File: src/rtl/cordic_pkg.sv
// Constants, types and lookup functions for the CORDIC sine/cosine pipeline.
package cordic_pkg;

    localparam int ANGLE_W = 14;
    localparam int OUT_W   = 14;
    localparam int VEC_W   = 15;
    localparam int STEP_W  = 4;

    typedef logic signed [VEC_W-1:0] vec_t;
    typedef logic [ANGLE_W-1:0]      angle_t;
    typedef logic signed [OUT_W-1:0] result_t;

    // arctan(2^-i), 4096 units per quarter turn
    function automatic vec_t atan_units(input logic [STEP_W-1:0] i);
        vec_t r;
        unique case (i)
            4'd0:    r = 15'sd2048;
            4'd1:    r = 15'sd1209;
            4'd2:    r = 15'sd639;
            4'd3:    r = 15'sd324;
            4'd4:    r = 15'sd163;
            4'd5:    r = 15'sd81;
            4'd6:    r = 15'sd41;
            4'd7:    r = 15'sd20;
            4'd8:    r = 15'sd10;
            4'd9:    r = 15'sd5;
            4'd10:   r = 15'sd3;
            4'd11:   r = 15'sd1;
            4'd12:   r = 15'sd1;
            default: r = 15'sd0;
        endcase
        return r;
    endfunction

    // gain-corrected start value for n rotation steps
    function automatic vec_t start_x(input logic [STEP_W-1:0] n);
        vec_t r;
        unique case (n)
            4'd0:    r = 15'sd4096;
            4'd1:    r = 15'sd2896;
            4'd2:    r = 15'sd2591;
            4'd3:    r = 15'sd2513;
            4'd4:    r = 15'sd2494;
            4'd5:    r = 15'sd2489;
            4'd6:    r = 15'sd2488;
            default: r = 15'sd2487;
        endcase
        return r;
    endfunction

endpackage

File: src/rtl/cordic_sin_cos_top.sv
// Pipelined CORDIC sine/cosine: quadrant fold, one rotation stage per step, sign stage.
//
// Usage:
//   Input channel s_*: one angle per beat in s_tdata[13:0], 16384 units per turn.
//   Result channel m_*: sine in m_tdata[13:0], cosine in m_tdata[27:14], both
//   two's complement and scaled by 4096. Every input beat gives one result beat.
//   Path from input beat to m_tvalid: fold register, ITERATIONS rotation registers,
//   output register.
//   Throughput: one angle per clock unless m_tready stalls; each rotation step
//   owns its own shift-add register stage, so nothing is shared between items.
//   Stall: every stage has its own valid bit and loads when empty or when the
//   stage after it moves, so bubbles collapse. While m_tready is low the results
//   hold and s_tready drops only once every stage holds a beat.
//   Reset: aresetn low (synchronous) clears all valid bits; in-flight beats are
//   dropped and s_tready is high in the first cycle after reset.
module cordic_sin_cos_top #(
    parameter int ITERATIONS = 12
) (
    input  logic        aclk,
    input  logic        aresetn,
    input  logic        s_tvalid,
    output logic        s_tready,
    input  logic [15:0] s_tdata,   // [13:0] angle, [15:14] zero
    output logic        m_tvalid,
    input  logic        m_tready,
    output logic [31:0] m_tdata    // [13:0] sine_value, [27:14] cosine_value, [31:28] zero
);

    localparam cordic_pkg::vec_t XSTART =
        cordic_pkg::start_x(cordic_pkg::STEP_W'(ITERATIONS));

    // stage 0 holds the folded angle, stage k the vector after k rotations
    logic [ITERATIONS:0]  valid_reg;
    logic [ITERATIONS+1:0] rdy;
    cordic_pkg::vec_t     x_reg [0:ITERATIONS];
    cordic_pkg::vec_t     y_reg [0:ITERATIONS];
    cordic_pkg::vec_t     z_reg [0:ITERATIONS];
    logic [ITERATIONS:0]  negc_reg;
    logic [ITERATIONS:0]  negs_reg;

    logic                 m_valid_reg;
    cordic_pkg::result_t  sin_reg;
    cordic_pkg::result_t  cos_reg;

    cordic_pkg::angle_t   angle;
    logic [1:0]           quad;
    logic [11:0]          low;
    logic [12:0]          z_fold;

    assign rdy[ITERATIONS+1] = !m_valid_reg || m_tready;

    genvar k;
    generate
        for (k = 0; k <= ITERATIONS; k++) begin : g_rdy
            assign rdy[k] = !valid_reg[k] || rdy[k+1];
        end
    endgenerate

    assign s_tready = rdy[0];

    // fold into the first quadrant
    assign angle  = s_tdata[cordic_pkg::ANGLE_W-1:0];
    assign quad   = angle[13:12];
    assign low    = angle[11:0];
    assign z_fold = quad[0] ? (13'd4096 - {1'b0, low}) : {1'b0, low};

    always_ff @(posedge aclk) begin
        if (!aresetn) begin
            valid_reg[0] <= 1'b0;
        end else if (rdy[0]) begin
            valid_reg[0] <= s_tvalid;
        end
        if (rdy[0] && s_tvalid) begin
            x_reg[0]    <= XSTART;
            y_reg[0]    <= '0;
            z_reg[0]    <= cordic_pkg::vec_t'({2'b00, z_fold});
            negc_reg[0] <= quad[1] ^ quad[0];
            negs_reg[0] <= quad[1];
        end
    end

    generate
        for (k = 1; k <= ITERATIONS; k++) begin : g_step
            cordic_pkg::vec_t atan_k;
            cordic_pkg::vec_t xs;
            cordic_pkg::vec_t ys;
            logic             pos;

            assign atan_k = cordic_pkg::atan_units(cordic_pkg::STEP_W'(k - 1));
            assign xs     = x_reg[k-1] >>> (k - 1);
            assign ys     = y_reg[k-1] >>> (k - 1);
            assign pos    = (z_reg[k-1] > 0);

            always_ff @(posedge aclk) begin
                if (!aresetn) begin
                    valid_reg[k] <= 1'b0;
                end else if (rdy[k]) begin
                    valid_reg[k] <= valid_reg[k-1];
                end
                if (rdy[k] && valid_reg[k-1]) begin
                    if (pos) begin
                        z_reg[k] <= z_reg[k-1] - atan_k;
                        y_reg[k] <= y_reg[k-1] + xs;
                        x_reg[k] <= x_reg[k-1] - ys;
                    end else begin
                        z_reg[k] <= z_reg[k-1] + atan_k;
                        y_reg[k] <= y_reg[k-1] - xs;
                        x_reg[k] <= x_reg[k-1] + ys;
                    end
                    negc_reg[k] <= negc_reg[k-1];
                    negs_reg[k] <= negs_reg[k-1];
                end
            end
        end
    endgenerate

    cordic_pkg::vec_t cos_next;
    cordic_pkg::vec_t sin_next;

    assign cos_next = negc_reg[ITERATIONS] ? -x_reg[ITERATIONS] : x_reg[ITERATIONS];
    assign sin_next = negs_reg[ITERATIONS] ? -y_reg[ITERATIONS] : y_reg[ITERATIONS];

    always_ff @(posedge aclk) begin
        if (!aresetn) begin
            m_valid_reg <= 1'b0;
        end else if (rdy[ITERATIONS+1]) begin
            m_valid_reg <= valid_reg[ITERATIONS];
        end
        if (rdy[ITERATIONS+1] && valid_reg[ITERATIONS]) begin
            sin_reg <= sin_next[cordic_pkg::OUT_W-1:0];
            cos_reg <= cos_next[cordic_pkg::OUT_W-1:0];
        end
    end

    assign m_tvalid = m_valid_reg;
    assign m_tdata  = {4'b0000, cos_reg, sin_reg};

    // accepted beat lands in the fold stage
    a_accept_lands: assert property (@(posedge aclk) disable iff (!aresetn)
        (s_tvalid && s_tready) |=> valid_reg[0])
        else $error("accepted beat not captured by fold stage");

    // input backpressure only when the whole pipe is full and stalled
    a_full_stall: assert property (@(posedge aclk) disable iff (!aresetn)
        !s_tready |-> (&valid_reg && m_valid_reg && !m_tready))
        else $error("s_tready low with room in the pipeline");

    // a stalled result holds its value
    a_hold_result: assert property (@(posedge aclk) disable iff (!aresetn)
        (m_tvalid && !m_tready) |=> (m_tvalid && $stable(m_tdata)))
        else $error("stalled result changed");

    // last rotation stage hands off to the output register when it moves
    a_last_handoff: assert property (@(posedge aclk) disable iff (!aresetn)
        (valid_reg[ITERATIONS] && rdy[ITERATIONS+1]) |=> m_valid_reg)
        else $error("last stage beat lost on handoff");

endmodule

File: config.mk
export PLATFORM = sky130hd
export DESIGN_NAME = cordic_sin_cos_top
export DESIGN_NICKNAME = d
export VERILOG_FILES = /design/src/rtl/cordic_pkg.sv /design/src/rtl/cordic_sin_cos_top.sv
export SDC_FILE = /design/constraint.sdc
export NUM_CORES = 1
export LEC_CHECK = 0
export CORE_MARGIN = 10
export CORE_UTILIZATION = 65
export CTS_CLUSTER_DIAMETER = 50
export DETAILED_ROUTE_END_ITERATION = 16
export DONT_BUFFER_PORTS = 1
export GPL_ROUTABILITY_DRIVEN = 0
export PLACE_DENSITY = 0.77
export SLEW_MARGIN = 30
export SYNTH_ARGS = -nofsm -noshare
export SYNTH_HDL_FRONTEND = slang
export SYNTH_SLANG_ARGS = --single-unit
export TNS_END_PERCENT = 20
File: constraint.sdc
create_clock -name aclk -period 11.63 [get_ports aclk]
set_input_delay 1.163 -clock aclk [delete_from_list [all_inputs] [get_ports aclk]]
set_output_delay 1.163 -clock aclk [all_outputs]
set_load 0.02 [all_outputs]
Word-level counts from Yosys, hierarchy flattened --
Memory sizes are Yosys's and may differ from the RTL's. Index checks and enable logic that the tools add are counted.
Word-level totals: bits in writable memories 585, bits in registers 68, bits of input ports 20, memories 3
Operators by class: bitwise logic cells 37, add/sub/neg operators 74, magnitude comparators 12, reduce and logical (&&, ||, !) cells 42, mux-type cells 113
Memories:
- x_reg | words 13, bits a word 15, read ports 13, clocked after Yosys merged registers in 0, write ports 13, RTL line cordic_sin_cos_top.sv:35 | cordic_pkg::vec_t x_reg [0:ITERATIONS];
- y_reg | words 13, bits a word 15, read ports 13, clocked after Yosys merged registers in 0, write ports 13, RTL line cordic_sin_cos_top.sv:36 | cordic_pkg::vec_t y_reg [0:ITERATIONS];
- z_reg | words 13, bits a word 15, read ports 12, clocked after Yosys merged registers in 0, write ports 13, RTL line cordic_sin_cos_top.sv:37 | cordic_pkg::vec_t z_reg [0:ITERATIONS];
Operator list (count):
- 15-bit two-way mux | 36
- 15-bit by 1-bit greater-than comparator with 1-bit output, second input constant | 12
- 1-bit two-way mux | 74
- 1-bit bitwise OR | 36
- 15-bit by 10-bit adder with 15-bit output | 2
- 15-bit by 11-bit adder with 15-bit output | 2
- 15-bit by 12-bit adder with 15-bit output | 2
- 15-bit by 13-bit adder with 15-bit output | 2
- 15-bit by 14-bit adder with 15-bit output | 2
- 15-bit by 4-bit adder with 15-bit output | 2
- 15-bit by 5-bit adder with 15-bit output | 2
- 15-bit by 6-bit adder with 15-bit output | 2
- 15-bit by 7-bit adder with 15-bit output | 2
- 15-bit by 8-bit adder with 15-bit output | 2
- 15-bit by 9-bit adder with 15-bit output | 2
- 15-bit by 10-bit subtractor with 15-bit output | 2
- 15-bit by 11-bit subtractor with 15-bit output | 2
- 15-bit by 12-bit subtractor with 15-bit output | 2
- 15-bit by 13-bit subtractor with 15-bit output | 2
- 15-bit by 14-bit subtractor with 15-bit output | 2
- 15-bit subtractor | 2
- 15-bit by 4-bit subtractor with 15-bit output | 2
- 15-bit by 5-bit subtractor with 15-bit output | 2
- 15-bit by 6-bit subtractor with 15-bit output | 2
- other kinds (36) | 80

Longest topological paths before layout --
Gate-level depths: netlist of run 1.
depth after elaboration 18, depth in mapped cells 17

Worst setup path after synthesis of run 1 --
OpenSTA, ideal clock, no wires.
path kind input port to flip-flop, from input m_tready, to memory x_reg[5][14] (netlist name) (data pin), data required time 11362 ps, data arrival time 5579 ps, stages 15, path buffers 2, path slack 5783 ps, cells stage by stage and4b_1 -> a41oi_2 -> a21bo_2 -> buf_6 -> buf_2 -> nand2_1 -> o21ai_0 -> fa_1 -> a21o_1 -> a21oi_1 -> o21a_1 -> o21ai_0 -> o311a_1 -> o41ai_1 -> xnor2_1
RTL lines:
- start, declared | RTL line cordic_sin_cos_top.sv:25 | input logic m_tready,
- end, declared | RTL line cordic_sin_cos_top.sv:35

==> flow_summary.json, run 1 <==
{
  "clkLatencyLatePin_ps": 610,
  "synth_common_cells": "edfxtp_1 (558), ha_1 (455), xnor2_1 (369)",
  "io_buffers": 0,
  "post_cts_buffers": 0,
  "whs_path_depth": 0,
  "r2r_end": "x_reg[5][14]",
  "yosysSeqAreaShare_pct": 41.8,
  "cts_hold_buf": 0,
  "rr_startpoint": "m_tvalid",
  "core_mm2": 0.0619,
  "crit_arrival_ps": 5360,
  "cts-root-buf": "clkbuf_16",
  "vias_per_cell": 6.01,
  "maxCapViolCount": 0,
  "yosysTopAreaCellShare_pct": 41.1,
  "p_leak_nw": 17.2,
  "synth_cell_types": 89,
  "startpoint_type": "register",
  "cts.reportedPaths.clkPinSlew_ps": 60,
  "rsz0062_at_grt": "no",
  "critical_path_class": "reg2reg",
  "async_reset_ff_share_pct": 0,
  "grt_max_degree": 51,
  "period_share_pct": 43.1,
  "cp_data_required_time_ps": 11980,
  "crit_slowest_cell": "a21bo_2",
  "max_freq_ghz": 0.199,
  "min_period_ps": 5010,
  "dp_hpwl_um": 63100,
  "fp.dieH_um": 271,
  "grt.overflow.total": 0,
  "slew_violations": 0,
  "syn-instance-count": 3891,
  "antenna_found_initial": 0,
  "vias": 29100,
  "start_util_pct": 65.9,
  "wl_per_cell_um": 17.1,
  "ys_warn_count": 0,
  "crit_end": "x_reg[5][14]",
  "grt_pass1_wl_um": 137000,
  "maxSlewHeadroom_pct": 42.9,
  "cts_made_buffers": 74,
  "setup_viol": 0,
  "crit_path_start": "m_tvalid",
  "synth_seq_cells": 572,
  "skew_ps": 17.3,
  "largest_reg_flops": 178,
  "yosysMostFrequentCell": "edfxtp_1",
  "syn_avg_cell_area_um2": 10.5,
  "ios": 54,
  "ys.flop_type": "edfxtp_1",
  "synth-edff-count": 558,
  "ys_top_cells_by_area": "edfxtp_1 (41%), ha_1 (14%), xnor2_1 (7.9%)",
  "grtUsageTotal_pct": 22.2,
  "r2r_cells": 15,
  "row_count": 91,
  "rrSetupSlack_ps": 6620,
  "cts_buffer_depth": 3,
  "finish.net_count": 4458,
  "max_slew.worst_pin.slew_ps": 853,
  "htree_num_levels": 3,
  "drt_pre_antenna_iters": 5,
  "syn-cell-area_mm2": 0.0408,
  "die_x_um": 271,
  "syn_to_final_growth_pct": 8.79,
  "grt_pass1_vias": 28500,
  "cp_max_fo": 49,
  "setup_tns_ps": 0,
  "hold_path_class": "reg2reg",
  "critPathCaptureType": "register",
  "drcViolationCount": 0,
  "die_area_mm2": 0.0732,
  "final_antenna_net_count": 0,
  "routed_wl_um": 82600,
  "clock_sinks": 572,
  "yosysTopAreaCell": "edfxtp_1",
  "path_cells": "and4b_1 -> a41oi_4 -> buf_4 -> a21bo_2 -> inv_2 -> nor2_1 -> xor2_1 -> ha_1 -> a21o_1 -> a21oi_1 -> o21a_1 -> o21ai_0 -> o311a_1 -> o41ai_1 -> xnor2_1",
  "total_power_mw": 4.84,
  "drive_gt1_share_pct": 5.27,
  "cts_resized": 0,
  "first_iter_violations": 1819,
  "hold_viol": 0,
  "max-vdd-ir-drop_v": 0.000140,
  "antenna_cells": 0,
  "slowest_delay_ps": 730,
  "cts_tree": "built",
  "status": "completed",
  "powerDensity_mw_per_mm2": 109
}
[layout by cell type, fill, tap and decap left out, drive strengths merged, types with 55 or more instances in the layout]
master,netlist,final
o21a,86,86
nor2,293,293
nand2,226,226
xnor2,370,370
clkbuf,18,83
nor2b,55,55
edfxtp,558,558
nor3,100,100
nand3,59,59
ha,455,455
a21oi,313,313
xor2,143,143
o21ai,208,208
inv,215,221
a21o,102,102
[worst min-delay path by stage]
stage                            start           end
after detailed placement   negs_reg[2]   negs_reg[3]
after global placement    negc_reg[10]  negc_reg[11]
after floorplan            negc_reg[9]  negc_reg[10]
final                      negs_reg[2]   negs_reg[3]
after global routing       negs_reg[2]   negs_reg[3]
after CTS                  negs_reg[2]   negs_reg[3]
[per-stage QoR]
step                      util [%]  setup slack, ps  cell area (µm²)  hold WS (ps)  std cells
after detailed placement      67.5             5820            41800           405       4710
after CTS                     71.6             6440            44400           421       4840
after global routing          71.7             6310            44400           427       4840
after floorplan                  -             5780            40800           400       3897
after global placement        67.5             5870            41800           401       4710
final                         71.7             6620            44400           421       4840
[critical path, delay by kind of cell, from the launching register on]
kind,cells,cell delay (ps)
AO/OA/AOI/OAI,8,2310
XOR/XNOR,2,320
adder cells (fa/ha/maj),1,290
buffers and inverters,2,640
flip-flops,1,540
AND/OR/NAND/NOR,2,610
[area by class of cell]
class / instances / area [µm²]
Multi-Input combinational cell: 3066 / 22800
Fill cell: 4521 / 17600
Sequential cell: 572 / 17000
Clock buffer: 83 / 1950
Tap cell: 837 / 1050
Inverter: 216 / 813
Clock inverter: 47 / 593
Timing Repair Buffer: 19 / 143
[routing by layer]
layer | global-route usage (%) | up-vias | wire length (µm)
li1 | - | 14600 | -
met1 | 26.7 | 13800 | 35200
met2 | 40.4 | 555 | 42500
met3 | 2.88 | 158 | 2720
met4 | 7.23 | 0 | 2260
met5 | 0 | - | 0
[cell families (layout without fill, tap and decap cells)]
| logic type | Yosys count | count (layout) | share of synthesized area, % |
|---|---|---|---|
| buffers and inverters | 259 | 365 | 2.53 |
| other | 1 | 7 | 0.00919 |
| AND/OR/NAND/NOR | 1002 | 1002 | 12.0 |
| flip-flops | 572 | 572 | 41.8 |
| AO/OA/AOI/OAI | 1030 | 1030 | 16.4 |
| XOR/XNOR | 513 | 513 | 11.1 |
| adder cells (fa/ha/maj) | 489 | 489 | 15.6 |
| multiplexers | 25 | 25 | 0.638 |
[power by group]
| part | total [mW] | leakage [nW] | internal (mW) | switching, mW |
|---|---|---|---|---|
| sequential | 2.29 | 5.17 | 2.27 | 0.0169 |
| combinational | 0.194 | 10.8 | 0.0854 | 0.109 |
| clock | 2.36 | 1.23 | 1.46 | 0.899 |
(Power assumes the default switching activity.)
==> inputs of run 2 (changes only) <==
--- a/config.mk
+++ b/config.mk
@@ -6,12 +6,12 @@
 export NUM_CORES = 1
 export LEC_CHECK = 0
 export CORE_MARGIN = 10
-export CORE_UTILIZATION = 65
+export CORE_UTILIZATION = 59
 export CTS_CLUSTER_DIAMETER = 50
 export DETAILED_ROUTE_END_ITERATION = 16
 export DONT_BUFFER_PORTS = 1
 export GPL_ROUTABILITY_DRIVEN = 0
-export PLACE_DENSITY = 0.77
+export PLACE_DENSITY = 0.74
 export SLEW_MARGIN = 30
 export SYNTH_ARGS = -nofsm -noshare
 export SYNTH_HDL_FRONTEND = slang
==> constraint.sdc (replaced) <==
create_clock -name aclk -period 4.4 [get_ports aclk]
set_input_delay 0.44 -clock aclk [delete_from_list [all_inputs] [get_ports aclk]]
set_output_delay 0.44 -clock aclk [all_outputs]
set_load 0.02 [all_outputs]
==> flow_summary.json, run 2 (synthesized netlist as in run 1, its figures left out) <==
{
  "status": "completed",
  "vias_per_cell": 5.84,
  "wl_per_cell_um": 16.5,
  "max-vdd-ir-drop_v": 0.000325,
  "rsz0062_at_grt": "no",
  "maxCapViolCount": 0,
  "clock_sinks": 572,
  "multi_input_area_mm2": 0.0228,
  "die_area_mm2": 0.0801,
  "use_met1_pct": 23.4,
  "core_mm2": 0.0686,
  "antenna_found_initial": 0,
  "setup_tns_ps": 0,
  "grtUsageTotal_pct": 20.1,
  "drcViolationCount": 0,
  "maxSlewHeadroom_pct": 55.7,
  "start_util_pct": 59.5,
  "total_power_mw": 12.6,
  "met3_usage_pct": 2.75,
  "setup_viol": 0,
  "vias": 29000,
  "fillers": 5302,
  "cts.reportedPaths.clkPinSlew_ps": 60,
  "cts_made_buffers": 75,
  "grt_pass1_wl_um": 137000,
  "grt.busiest_layer": "met2",
  "hold_viol": 0,
  "antenna_cells": 0,
  "hold_path_class": "in2reg",
  "slowest_delay_ps": 480,
  "post-place-ws_ps": 190,
  "crit_slowest_cell": "nor4_1",
  "die_x_um": 283,
  "min_period_ps": 4140,
  "grt_pass1_vias": 28500,
  "clkLatencyLatePin_ps": 610,
  "cts_buffer_depth": 3,
  "ios": 54,
  "powerDensity_mw_per_mm2": 282,
  "dp_hpwl_um": 63800,
  "met2_usage_pct": 37.1,
  "cts-root-buf": "clkbuf_16",
  "first_iter_violations": 1535,
  "p_leak_nw": 17.3,
  "grt.overflow.total": 0,
  "finish.net_count": 4494,
  "period_share_pct": 94.0,
  "cp_max_fo": 11,
  "cts_tree": "built",
  "path_cells": "nor4_1 -> nand4_1 -> a21bo_2 -> inv_2 -> nor2_1 -> xor2_1 -> ha_1 -> a21o_1 -> a21oi_1 -> o21a_1 -> o21ai_0 -> o311a_1 -> o41ai_1 -> xnor2_1",
  "crit_arrival_ps": 4470,
  "layout.area.seq_mm2": 0.0170,
  "critPathCaptureType": "register",
  "final_antenna_net_count": 0,
  "htree_num_levels": 3,
  "startpoint_type": "register",
  "drive_gt1_share_pct": 5.97,
  "routed_wl_um": 82100,
  "critical_path_class": "reg2reg",
  "grt_max_degree": 50,
  "cp_data_required_time_ps": 4730,
  "max_freq_ghz": 0.242,
  "final_cell_mix": "edfxtp_1 (558), ha_1 (455), xnor2_1 (369), a21oi_1 (307), nor2_1 (292)",
  "io_buffers": 0,
  "finalNonFillerCells": 4971,
  "skew_ps": 23.8,
  "fp.dieH_um": 283,
  "largest_reg_flops": 178,
  "final_common_cell": "edfxtp_1",
  "drt_pre_antenna_iters": 5,
  "slew_violations": 0,
  "syn_to_final_growth_pct": 9.73,
  "row_count": 96,
  "dp_cells": 4829,
  "setup_slack_ps": 265,
  "max_slew.worst_pin.slew_ps": 659
}
## run 2: cell types whose count changed in the layout (fill, tap and decap cells not counted), moves of 2 or more
cell           change
clkinv_4           -2
clkinvlp_4         +3
dlygate4sd3_1     +10
clkinv_1           -2
bufinv_16          -4
buf_4             +24
clkbuf_1           +5
## run 2: worst paths after layout
| path | from | endpoint | slack, ps | cells past startpoint |
|---|---|---|---|---|
| setup / recovery | z_reg[1][0] | x_reg[5][14] | 260 | 14 |
| hold / removal | s_tdata[8] | z_reg[0][8] | 40 | 1 |
| setup reg to reg | z_reg[1][0] | x_reg[5][14] | 260 | 14 |
| hold reg to reg | negc_reg[5] | negc_reg[6] | 410 | 0 |
## run 2: cell type report
| type | count | share of cell area (%) |
|---|---|---|
| clock buffer | 90 | 4.48 |
| clock inverter | 42 | 1.06 |
| inverter | 216 | 1.83 |
| multi-input combinational | 3066 | 51.0 |
| sequential | 572 | 38.1 |
| tap | 931 | 2.60 |
| timing repair buffer | 54 | 0.989 |
## run 2: critical path: cells and delay by family (launching register included)
kind,cells,cell delay [ps]
flops,1,450
xor+xnor,2,320
buf+inv,1,230
simple gates,3,760
fa+ha+maj,1,330
compound gates,7,1770
## run 2: report_power, final
part,internal [mW],switching [mW]
Clock,3.70,2.37
Sequential,6.00,0.0413
Combinational,0.233,0.291
## run 2: metal layers
metal	vias to the layer above	part of all wire (%)
li1	14700	-
met2	497	51
met1	13700	42
met5	-	0
met4	0	3.5
met3	188	3.2
## run 2: through the flow
step / utilization (%) / hold WS [ps] / area (µm²)
after CTS: 65.2 / 0.883 / 44700
after floorplan: - / 400 / 40900
after global placement: 61.5 / 401 / 42200
final: 65.3 / 38.2 / 44800
after detailed placement: 61.5 / 405 / 42200
after global routing: 65.3 / 12.4 / 44800
## run 2: what timing repair did
action	CTS	global route
gates resized for setup	0	4
buffers inserted	0	0
hold endpoints to repair	22	0
hold buffers	10	0
endpoints found under the setup margin	0	4
==> inputs of run 3 (changes only) <==
--- a/config.mk
+++ b/config.mk
@@ -5,11 +5,11 @@
 export SDC_FILE = /design/constraint.sdc
 export NUM_CORES = 1
 export LEC_CHECK = 0
+export BUFFER_PORTS_ARGS = -buffer_cell sky130_fd_sc_hd__buf_2
 export CORE_MARGIN = 10
 export CORE_UTILIZATION = 59
 export CTS_CLUSTER_DIAMETER = 50
 export DETAILED_ROUTE_END_ITERATION = 16
-export DONT_BUFFER_PORTS = 1
 export GPL_ROUTABILITY_DRIVEN = 0
 export PLACE_DENSITY = 0.74
 export SLEW_MARGIN = 30
==> flow_summary.json, run 3 (synthesized netlist as in run 1, its figures left out) <==
{
  "powerDensity_mw_per_mm2": 281,
  "hold_path_class": "in2reg",
  "fp.dieH_um": 283,
  "vias": 29100,
  "max-vdd-ir-drop_v": 0.000360,
  "p_switching_mw": 2.68,
  "post_cts_buffers": 0,
  "drive_gt1_share_pct": 7.14,
  "grt_pass1_wl_um": 137000,
  "hold_viol": 0,
  "dp_cells": 4885,
  "swShare_pct": 21.2,
  "drt_pre_antenna_iters": 5,
  "maxSlewHeadroom_pct": 57.4,
  "path_cells": "nor4_1 -> nand4_1 -> a21o_1 -> buf_4 -> nand2_1 -> o21ai_0 -> fa_1 -> a21o_1 -> a21oi_1 -> o21ai_0 -> and3_1 -> o21a_1 -> o41ai_1 -> xnor2_1",
  "skew_ps": 21.8,
  "antenna_found_initial": 0,
  "syn_to_final_growth_pct": 10.2,
  "cts_hold_buf": 0,
  "startpoint_type": "register",
  "cp_max_fo": 15,
  "slew_violations": 0,
  "grtUsageTotal_pct": 20.0,
  "clock_sinks": 572,
  "largest_reg_flops": 178,
  "final_common_cell": "edfxtp_1",
  "min_period_ps": 4120,
  "status": "completed",
  "final_antenna_net_count": 0,
  "finish.net_count": 4538,
  "cts_made_buffers": 73,
  "power.share.clock_pct": 48.0,
  "first_iter_violations": 1762,
  "max_freq_ghz": 0.242,
  "maxCapViolCount": 0,
  "ios": 54,
  "intPower_mw": 9.96,
  "htree_num_levels": 3,
  "final_cell_mix": "edfxtp_1 (558), ha_1 (455), xnor2_1 (369), a21oi_1 (307), nor2_1 (292)",
  "crit_family": "compound AO/OA/AOI/OAI gates",
  "total_power_mw": 12.6,
  "cp_data_required_time_ps": 4740,
  "max_slew.worst_pin.slew_ps": 639,
  "critPathCaptureType": "register",
  "cts_resized": 0,
  "grt_pass1_vias": 28300,
  "cts-root-buf": "clkbuf_16",
  "grt.overflow.total": 0,
  "core_mm2": 0.0686,
  "finalNonFillerCells": 5018,
  "cts_tree": "built",
  "cts_buffer_depth": 3,
  "die_area_mm2": 0.0801,
  "period_share_pct": 93.7,
  "path_buf_inv": 1,
  "crit_arrival_ps": 4460,
  "rsz0062_at_grt": "no",
  "row_count": 96,
  "routed_wl_um": 82000,
  "setup_viol": 0,
  "clkLatencyLatePin_ps": 610,
  "worst_hold_slack_ps": 49.4,
  "crit_slowest_cell": "fa_1",
  "die_x_um": 283,
  "wl_per_cell_um": 16.3,
  "cts.reportedPaths.clkPinSlew_ps": 50,
  "p_comb_share_pct": 4.2,
  "p_leak_nw": 17.5,
  "critical_path_class": "reg2reg",
  "pwr-share-seq_pct": 47.8,
  "slowest_delay_ps": 470,
  "antenna_cells": 0,
  "start_util_pct": 59.5,
  "drcViolationCount": 0,
  "setup_tns_ps": 0,
  "dp_hpwl_um": 64200,
  "vias_per_cell": 5.80,
  "io_buffers": 47,
  "grt_max_degree": 50
}
[run 3: stage by stage]
step                setup slack (ps)  util (%)  cell area, µm²
finish                           275      65.6           45000
global route                    51.6      65.6           45000
CTS                              274      65.6           45000
detailed placement               229      61.9           42500
global placement                 289      61.9           42500
floorplan                       -156         -           40900
[run 3: area by class of cell]
type / instances / area [µm²]
clock buffer: 87 / 1940
inverter: 216 / 817
sequential: 572 / 17000
tap: 931 / 1160
fill: 5332 / 23600
timing repair buffer: 100 / 646
multi-input combinational: 3066 / 22800
clock inverter: 46 / 548
[run 3: worst paths after layout]
kind,slack [ps],startpoint,to,cells after the start
setup / recovery,280,z_reg[0][48],x_reg[4][14],14
hold / removal,50,s_tdata[0],z_reg[0][0],1
setup reg to reg,280,z_reg[0][48],x_reg[4][14],14
hold reg to reg,420,negc_reg[11],negc_reg[12],0
[run 3: per-layer routing]
layer | vias up | global-route usage (%) | part of all wire, %
met2 | 476 | 37.3 | 52
met3 | 130 | 2.61 | 3.2
met1 | 13800 | 23.6 | 42
met5 | - | 0 | 0
li1 | 14800 | - | -
met4 | 0 | 5.59 | 2.3
[run 3: power groups by stage]
| stage | Clock (mW) | Combinational (mW) | Sequential [mW] |
|---|---|---|---|
| CTS | 6.19 | 0.532 | 6.04 |
| detailed placement | 0 | 0.527 | 6.16 |
| global placement | 0 | 0.512 | 6.15 |
| finish | 6.07 | 0.532 | 6.04 |
| global route | 6.41 | 0.599 | 6.05 |
| floorplan | 0 | 0.418 | 6.14 |
